<file path="src/hdl/rbt_pkg.sv">
package rbt_pkg;

   localparam int TABLE_ENTRIES = 64;

   localparam logic [2:0] OP_TEXTURE = 3'd0;
   localparam logic [2:0] OP_BUFFER  = 3'd1;
   localparam logic [2:0] OP_ASSUME  = 3'd2;
   localparam logic [2:0] OP_DELETE  = 3'd3;
   localparam logic [2:0] OP_CLEAR   = 3'd4;

   localparam logic [1:0] ST_OK           = 2'd0;
   localparam logic [1:0] ST_DISCARD_READ = 2'd1;
   localparam logic [1:0] ST_FULL         = 2'd2;

   localparam logic [3:0] LAYOUT_UNDEF = 4'd0;
   localparam logic [3:0] LAYOUT_UAV   = 4'd6;
   localparam logic [1:0] ACC_NONE     = 2'd0;
   localparam logic [1:0] ACC_READ     = 2'd1;

   typedef struct packed {
      logic [2:0]  opcode;
      logic [15:0] resource_id;
      logic [3:0]  target_layout;
      logic [1:0]  access_kind;
      logic [7:0]  stage_bits;
      logic [3:0]  present_layout;
      logic        discardable;
   } req_payload_type;

   typedef struct packed {
      logic        barrier;
      logic [15:0] barrier_resource;
      logic [3:0]  from_layout;
      logic [3:0]  to_layout;
      logic [1:0]  from_access;
      logic [1:0]  to_access;
      logic [7:0]  from_stages;
      logic [7:0]  to_stages;
      logic [1:0]  status;
   } rsp_payload_type;

   typedef struct packed {
      logic [15:0] id;
      logic [3:0]  layout;
      logic [1:0]  access;
      logic [7:0]  stages;
   } entry_type;

   // token that walks the cell row with the request in progress
   typedef struct packed {
      logic            active;
      logic            done;
      logic            shift;
      rsp_payload_type result;
   } token_type;

   typedef enum logic [1:0] {
      FSM_IDLE,
      FSM_WALK,
      FSM_DRAIN
   } fsm_state_type;

endpackage

</file>
<file path="src/hdl/rbt_cell.sv">
module rbt_cell import rbt_pkg::*; (
   input  logic            clock,
   input  logic            reset,
   input  req_payload_type cmd,
   input  token_type       tok_prev,
   input  logic            next_valid,
   input  entry_type       next_entry,
   output token_type       tok_next,
   output logic            valid_out,
   output entry_type       entry_out
);

   logic      valid_ff, valid_in;
   entry_type entry_ff, entry_in;
   token_type tok_ff, tok_in;
   logic      hit, rw, need_bar;

   always_comb begin
      hit      = valid_ff && (entry_ff.id == cmd.resource_id);
      rw       = (cmd.access_kind != ACC_READ) || (entry_ff.access != ACC_READ);
      need_bar = (entry_ff.layout != cmd.target_layout) ||
                 ((cmd.target_layout == LAYOUT_UAV) && rw);
      valid_in = valid_ff;
      entry_in = entry_ff;
      tok_in   = tok_prev;
      if (tok_prev.active && !tok_prev.done) begin
         case (cmd.opcode) inside
            OP_TEXTURE, OP_BUFFER, OP_ASSUME: begin
               if (hit) begin
                  tok_in.done     = 1'b1;
                  entry_in.access = cmd.access_kind;
                  if (cmd.opcode == OP_ASSUME) begin
                     entry_in.layout = cmd.target_layout;
                     entry_in.stages = cmd.stage_bits;
                  end else if (cmd.opcode == OP_TEXTURE) begin
                     entry_in.layout = cmd.target_layout;
                     entry_in.stages = entry_ff.stages | cmd.stage_bits;
                     if (need_bar) begin
                        tok_in.result.barrier          = 1'b1;
                        tok_in.result.barrier_resource = cmd.resource_id;
                        tok_in.result.from_layout      = entry_ff.layout;
                        tok_in.result.to_layout        = cmd.target_layout;
                        tok_in.result.from_access      = entry_ff.access;
                        tok_in.result.to_access        = cmd.access_kind;
                        tok_in.result.from_stages      = entry_ff.stages;
                        tok_in.result.to_stages        = cmd.stage_bits;
                        entry_in.stages                = cmd.stage_bits;
                     end
                  end else begin
                     entry_in.stages = entry_ff.stages | cmd.stage_bits;
                     if (rw) begin
                        tok_in.result.barrier          = 1'b1;
                        tok_in.result.barrier_resource = cmd.resource_id;
                        tok_in.result.from_layout      = LAYOUT_UNDEF;
                        tok_in.result.to_layout        = LAYOUT_UNDEF;
                        tok_in.result.from_access      = entry_ff.access;
                        tok_in.result.to_access        = cmd.access_kind;
                        tok_in.result.from_stages      = entry_ff.stages;
                        tok_in.result.to_stages        = cmd.stage_bits;
                        entry_in.stages                = cmd.stage_bits;
                     end
                  end
               end else if (!valid_ff) begin
                  // entries stay packed at the low end, so a free cell means a miss
                  tok_in.done     = 1'b1;
                  valid_in        = 1'b1;
                  entry_in.id     = cmd.resource_id;
                  entry_in.layout = (cmd.opcode == OP_BUFFER) ? LAYOUT_UNDEF
                                                              : cmd.target_layout;
                  entry_in.access = cmd.access_kind;
                  entry_in.stages = cmd.stage_bits;
                  if (cmd.opcode == OP_TEXTURE) begin
                     if (cmd.discardable && (cmd.access_kind == ACC_READ)) begin
                        tok_in.result.status = ST_DISCARD_READ;
                     end else begin
                        tok_in.result.barrier          = 1'b1;
                        tok_in.result.barrier_resource = cmd.resource_id;
                        tok_in.result.from_layout      = cmd.discardable ? LAYOUT_UNDEF
                                                                         : cmd.present_layout;
                        tok_in.result.to_layout        = cmd.target_layout;
                        tok_in.result.from_access      = ACC_NONE;
                        tok_in.result.to_access        = cmd.access_kind;
                        tok_in.result.from_stages      = 8'd0;
                        tok_in.result.to_stages        = cmd.stage_bits;
                     end
                  end
               end
            end
            OP_DELETE: begin
               // pull the upper neighbor down over the removed entry
               if (tok_prev.shift || hit) begin
                  tok_in.shift = 1'b1;
                  valid_in     = next_valid;
                  entry_in     = next_entry;
               end
            end
            OP_CLEAR: begin
               valid_in = 1'b0;
            end
            default: begin
            end
         endcase
      end
   end

   always_ff @(posedge clock) begin
      if (reset) begin
         valid_ff      <= 1'b0;
         tok_ff.active <= 1'b0;
      end else begin
         valid_ff      <= valid_in;
         tok_ff.active <= tok_in.active;
      end
   end

   always_ff @(posedge clock) begin
      entry_ff      <= entry_in;
      tok_ff.done   <= tok_in.done;
      tok_ff.shift  <= tok_in.shift;
      tok_ff.result <= tok_in.result;
   end

   assign tok_next  = tok_ff;
   assign valid_out = valid_ff;
   assign entry_out = entry_ff;

endmodule

</file>
<file path="config.mk">
export PLATFORM = sky130hd
export DESIGN_NAME = rbt_cell
export DESIGN_NICKNAME = d
export VERILOG_FILES = /design/src/hdl/rbt_pkg.sv /design/src/hdl/rbt_cell.sv
export SDC_FILE = /design/constraint.sdc
export NUM_CORES = 1
export LEC_CHECK = 0
export ABC_AREA = 1
export BUFFER_PORTS_ARGS = -buffer_cell sky130_fd_sc_hd__clkbuf_2
export CORE_MARGIN = 3
export CORE_UTILIZATION = 51
export DETAILED_ROUTE_END_ITERATION = 10
export PLACE_DENSITY = 0.94
export SYNTH_ARGS = -nofsm -noshare
export SYNTH_HDL_FRONTEND = slang
export SYNTH_SLANG_ARGS = --single-unit
export TNS_END_PERCENT = 1
</file>
<file path="constraint.sdc">
create_clock -name clock -period 6.2 [get_ports clock]
set_input_delay 1.86 -clock clock [delete_from_list [all_inputs] [get_ports clock]]
set_output_delay 1.86 -clock clock [all_outputs]
set_load 0.02 [all_outputs]
</file>
==> results of run 1 <==
state kept, by name, summed over array words and instances (netlist names):
signal,cells
entry_out,30
tok_next,50
valid_out,1
stage by stage:
step / total power, mW / worst slack, ns / area (um2)
6_report: 1.17 / 2.02 / 5500
5_1_grt: 1.23 / 1.75 / 5500
2_1_floorplan: 0.734 / 2.39 / 4280
3_5_place_dp: 0.828 / 1.66 / 5320
3_3_place_gp: 0.820 / 1.81 / 5320
4_1_cts: 1.18 / 2.03 / 5500
layout make-up:
cell class / instances / area [um2] / share of cell area (%)
Timing Repair Buffer: 203 / 1020 / 18.6
Multi-Input combinational cell: 388 / 1760 / 32.1
Clock inverter: 7 / 50.0 / 0.910
Tap cell: 102 / 128 / 2.32
Inverter: 130 / 490 / 8.92
Antenna cell: 1 / 2.50 / 0.0455
Sequential cell: 81 / 1920 / 34.9
Clock buffer: 9 / 124 / 2.25
cells in the final DEF, fill, tap and decap left out, types with 6 or more instances in the layout:
master	n
nor2_1	42
clkbuf_2	201
nand2_1	196
nand2_2	11
o21ai_0	31
nand3_1	52
edfxtp_1	30
clkbuf_8	9
inv_1	123
nand3b_1	9
a21oi_1	19
inv_2	6
dfxtp_1	51
power by group through the flow:
stage | clock network, mW | registers (mW) | logic [mW]
after floorplan | 0 | 0.645 | 0.0890
after global placement | 0 | 0.610 | 0.211
after detailed placement | 0 | 0.611 | 0.217
after CTS | 0.366 | 0.599 | 0.218
after global routing | 0.387 | 0.602 | 0.242
final | 0.359 | 0.598 | 0.217
logic make-up after synthesis:
| logic type | count (synthesis) |
|---|---|
| buf+inv | 148 |
| simple gates | 327 |
| compound gates | 56 |
| flops | 81 |
| xor+xnor | 5 |
how the worst max path moves through the flow:
| stage | to | depth (start not counted) |
|---|---|---|
| 3_3_place_gp | tok_next[29]$_DFF_P_ | 11 |
| 2_1_floorplan | entry_out[14]$_DFFE_PP_ | 10 |
| 5_1_grt | tok_next[39]$_DFF_P_ | 12 |
| 3_5_place_dp | tok_next[8]$_DFF_P_ | 12 |
| 4_1_cts | tok_next[8]$_DFF_P_ | 12 |
| 6_report | tok_next[8]$_DFF_P_ | 12 |
critical path: cells and delay by family:
| family | cells | cell delay (ns) |
|---|---|---|
| buffers and inverters | 4 | 0.62 |
| and+or+nand+nor | 8 | 1.96 |
per-layer routing:
metal  share of wire, %  wire, um  vias up
met2                 51      6290      208
met5                  0         0        -
met4                1.7       213        0
met1                 40      4890     1982
met3                7.8       959       19
li1                   -         -     2278
==> flow_metrics.tcl, run 1 <==
set metrics [dict create \
    status "finished clean" \
    critPathMaxStageDelay_ns 0.55 \
    synthArstFlopShare_pct 0 \
    clock-sinks 81 \
    cp-end-kind "flop" \
    nFillCells 701 \
    drc 0 \
    p_comb_share_pct 18.5 \
    synth-simple-area-share_pct 33.3 \
    hold_class "flop to flop" \
    grt_max_degree 52 \
    synth_top_family_by_area "simple AND/OR/NAND/NOR gates" \
    final_util_pct 69.4 \
    worstHoldStart "entry_out[2]$_DFFE_PP_" \
    grt_pass1_wl_um 19700 \
    whs_ns 0.626 \
    worstSkewPairLatency_ns 0.35 \
    layoutNonFillerInstCount 921 \
    power_frac_seq_pct 51.0 \
    worstSetupStartpointType "input port" \
    final.min_clock_period_ns 4.18 \
    wirelength_um 12300 \
    synth.yosys.seq_area_share_pct 44.9 \
    clockBufferDepth 2 \
    synth_area_leaders "dfxtp_1, edfxtp_1, nand2_1" \
    synthXorXnorAreaFrac_pct 1.02 \
    avgSynthCellArea_um2 6.94 \
    cpMaxStageDelayCell "and2_1" \
    syn-num-nets 738 \
    arrival_ns 4.47 \
    core_um2 7930 \
    finClkSkew_ns 0.0150 \
    path_max_fanout 51 \
    portBuffers 201 \
    cts_tree "yes" \
    post_cts_buffers 0 \
    rows 32 \
    rsz0062_at_grt "false" \
    synth_edf_count 30 \
    io_pins 202 \
    h-tree-depth 3 \
    synth_compound_area_share_pct 6.90 \
    period_share_pct 67.4 \
    fin_nets 934 \
    first_pass_iters 5 \
    ys_seq_elements 81 \
    dp_hpwl_um 9720 \
    synth_top_area_share_pct 23.9 \
    setup_violations 0 \
    max-cap-violations 0 \
    yosysMostFrequentCell "nand2_1" \
    synth_area_um2 4280 \
    slew_headroom_pct 49.2 \
    gp_congestion 0.882 \
    clkPwrFrac_pct 30.6 \
    holdPathEnd "tok_next[12]$_DFF_P_" \
    globalRouteMet2Util_pct 46.3 \
    p_int_mw 0.815 \
    critical_path_class "input port to flop" \
    design.die.area_um2 9530 \
    yosysTopAreaCell "dfxtp_1" \
    crit_start "cmd[35]" \
    ys_top_cells_by_count "nand2_1, inv_1, nand3_1" \
    yosys_most_used_dff "dfxtp_1" \
    dp_cells 904 \
    clkTransAtPathRegs_ns 0.10 \
    switchingPower_mw 0.359 \
    die_w_um 97.6 \
    grt_use_met1_pct 30.0 \
    drt_first_iter_violations 213 \
    whs_path_depth 4 \
    final-max-slew-violation-count 0 \
    grt_pass1_vias 4172 \
    start_util_pct 54.0 \
    synthMuxAreaShare_pct 0 \
    dr_total_vias 4487 \
    synthAdderAreaFrac_pct 0 \
    setup_tns_ns 0 \
    r2r_start "entry_out[17]$_DFFE_PP_" \
    required_ns 6.49 \
    p_sw_share_pct 30.6 \
    rrSetupSlack_ns 3.46 \
    path_cells "clkbuf_2 > nand2_1 > nand2_4 > nor2_8 > inv_4 > nor3_2 > and2_1 > buf_4 > nand2_4 > nand2_1 > nand2_1 > inv_1" \
    grt_busiest_layer "met2" \
    cts_buffers 9 \
    wire_per_inst_um 13.4 \
    grt_antenna_before_repair 1 \
    cts_hold_buf 0 \
    drive_above_1_share_pct 29.8 \
    powerDensity_nw_per_um2 214 \
    finalHoldViolations 0 \
    use_met3_pct 4.95 \
    tightestPinTransition_ns 0.760 \
    antenna_left 0 \
    groute.usage.overall_pct 25.4 \
    cts.repair.resized 0 \
    cts_root_buffer "clkbuf_8" \
    fmax_mhz 239 \
    grt-ovfl-total 0 \
    r2r_end "tok_next[8]$_DFF_P_" \
    syn_inst 617 \
    syn_to_final_growth_pct 28.5 \
    die_h_um 97.6 \
    r2r_cells 13 \
    viasPerCell 4.87 \
    synth_warnings 0 \
    p_leak_nw 3.25 \
    ys_types 29 \
    ir_worst_vdd_mv 0.142 \
    cpMostUsedCell "nand2_1" \
]
(Power assumes the default switching activity.)
==> run 2, diff against run 1 <==
- CORE_UTILIZATION: 51 -> 47
- PLACE_DENSITY: 0.94 -> 0.88
- clock period: 6.2 -> 4.2 ns (I/O delays scaled with it)
==> flow_metrics.tcl, run 2 (synthesis results as in run 1) <==
set metrics [dict create \
    dp_cells 913 \
    rows 34 \
    setup_tns_ns 0 \
    whs_path_depth 4 \
    p_leak_nw 3.28 \
    cpMostUsedCell "nand2_1" \
    cpMaxStageDelayCell "buf_4" \
    slew_headroom_pct 69.6 \
    p_comb_share_pct 17.5 \
    drc 0 \
    path_max_fanout 36 \
    arrival_ns 3.24 \
    grt_antenna_before_repair 0 \
    wirelength_um 12300 \
    p_int_mw 1.32 \
    dp_hpwl_um 9780 \
    cts_buffers 9 \
    viasPerCell 4.86 \
    diodes 0 \
    layoutNonFillerInstCount 929 \
    antenna_left 0 \
    syn_to_final_growth_pct 30.2 \
    final-max-slew-violation-count 0 \
    first_pass_iters 5 \
    cts_root_buffer "clkbuf_8" \
    grt_pass1_vias 4077 \
    grt-ovfl-total 0 \
    p_sw_share_pct 28.1 \
    largest_reg_flops 50 \
    dr_total_vias 4516 \
    finalHoldViolations 0 \
    ir_worst_vdd_mv 0.169 \
    h-tree-depth 3 \
    start_util_pct 48.8 \
    clkPwrFrac_pct 34.3 \
    cts_tree "yes" \
    portBuffers 201 \
    layout_common_cells "clkbuf_2, nand2_1, inv_1" \
    power_frac_seq_pct 48.2 \
    final_util_pct 63.6 \
    rsz0062_at_grt "false" \
    status "finished clean" \
    tightestPinTransition_ns 0.456 \
    final.min_clock_period_ns 2.95 \
    nFillCells 853 \
    drt_first_iter_violations 235 \
    critical_path_class "input port to flop" \
    clkTransAtPathRegs_ns 0.08 \
    layout_commonest_cell "clkbuf_2" \
    r2r_end "tok_next[3]$_DFF_P_" \
    holdPathEnd "tok_next[15]$_DFF_P_" \
    die_h_um 101 \
    rrSetupSlack_ns 1.87 \
    max-cap-violations 0 \
    hold_class "flop to flop" \
    fmax_mhz 339 \
    design.die.area_um2 10300 \
    groute.usage.overall_pct 23.4 \
    critPathMaxStageDelay_ns 0.35 \
    gp_congestion 0.898 \
    post_cts_buffers 0 \
    required_ns 4.49 \
    finClkSkew_ns 0.0107 \
    grt_pass1_wl_um 18900 \
    fin_nets 937 \
    period_share_pct 70.2 \
    worstSkewPairLatency_ns 0.35 \
    cts_hold_buf 0 \
    die_w_um 101 \
    wire_per_inst_um 13.3 \
    grt_max_degree 37 \
    clock-sinks 81 \
    core_um2 8760 \
    cp-end-kind "flop" \
    worstHoldStart "entry_out[5]$_DFFE_PP_" \
    powerDensity_nw_per_um2 329 \
    drive_above_1_share_pct 30.2 \
    cts.repair.resized 0 \
    setup_violations 0 \
    path_cells "clkbuf_2 > nand2_1 > nand2_4 > nor2_8 > inv_4 > nor3_2 > and2_1 > buf_4 > nand2_4 > nand2_1 > nand2_1 > inv_1" \
    r2r_cells 13 \
    clockBufferDepth 2 \
    r2r_start "entry_out[17]$_DFFE_PP_" \
    io_pins 202 \
    worstSetupStartpointType "input port" \
    switchingPower_mw 0.514 \
]
## run 2: power by group through the flow
stage                     sequential, mW  clock, mW  combinational, mW
final                              0.883      0.627              0.321
after CTS                          0.884      0.646              0.322
after floorplan                    0.951          0              0.131
after global routing               0.888      0.671              0.357
after global placement             0.900          0              0.314
after detailed placement           0.902          0              0.320
## run 2: how the worst max path moves through the flow
| stage | cells past startpoint | to | slack [ns] | startpoint |
|---|---|---|---|---|
| detailed placement | 14 | tok_next[29]$_DFF_P_ | 0.89 | cmd[22] |
| finish | 12 | tok_next[3]$_DFF_P_ | 1.25 | cmd[35] |
| CTS | 14 | tok_next[29]$_DFF_P_ | 1.24 | cmd[22] |
| floorplan | 10 | entry_out[14]$_DFFE_PP_ | 0.99 | cmd[26] |
| global placement | 14 | tok_next[29]$_DFF_P_ | 0.97 | cmd[21] |
| global route | 12 | tok_next[3]$_DFF_P_ | 0.95 | cmd[35] |
## run 2: area by class of cell
cell class / instances / area, um2 / area share (%)
multi-input combinational: 388 / 1760 / 31.6
inverter: 130 / 490 / 8.80
clock buffer: 9 / 124 / 2.22
timing repair buffer: 206 / 1040 / 18.7
clock inverter: 7 / 93.8 / 1.68
sequential: 81 / 1920 / 34.5
tap: 108 / 135 / 2.43
## run 2: layer usage
layer,share of wire [%],vias up,wire length (um),global-route usage (%)
met5,0,-,0,0
met4,1.8,0,219,8.79
met3,7.7,20,945,4.34
met2,52,214,6400,41.6
met1,39,2008,4760,27.8
li1,-,2274,-,-
## run 2: worst max-delay path, delay by kind of cell
family	cells	cell delay [ns]
simple gates	8	1.36
buf+inv	4	0.58
## run 2: per-stage QoR
stage | setup slack (ns) | power, mW | hold WS, ns | instance area [um2]
2_1_floorplan | 0.989 | 1.08 | 0.703 | 4280
5_1_grt | 0.948 | 1.92 | 0.684 | 5570
3_3_place_gp | 0.969 | 1.21 | 0.598 | 5350
6_report | 1.25 | 1.83 | 0.627 | 5570
4_1_cts | 1.24 | 1.85 | 0.633 | 5570
3_5_place_dp | 0.890 | 1.22 | 0.612 | 5350
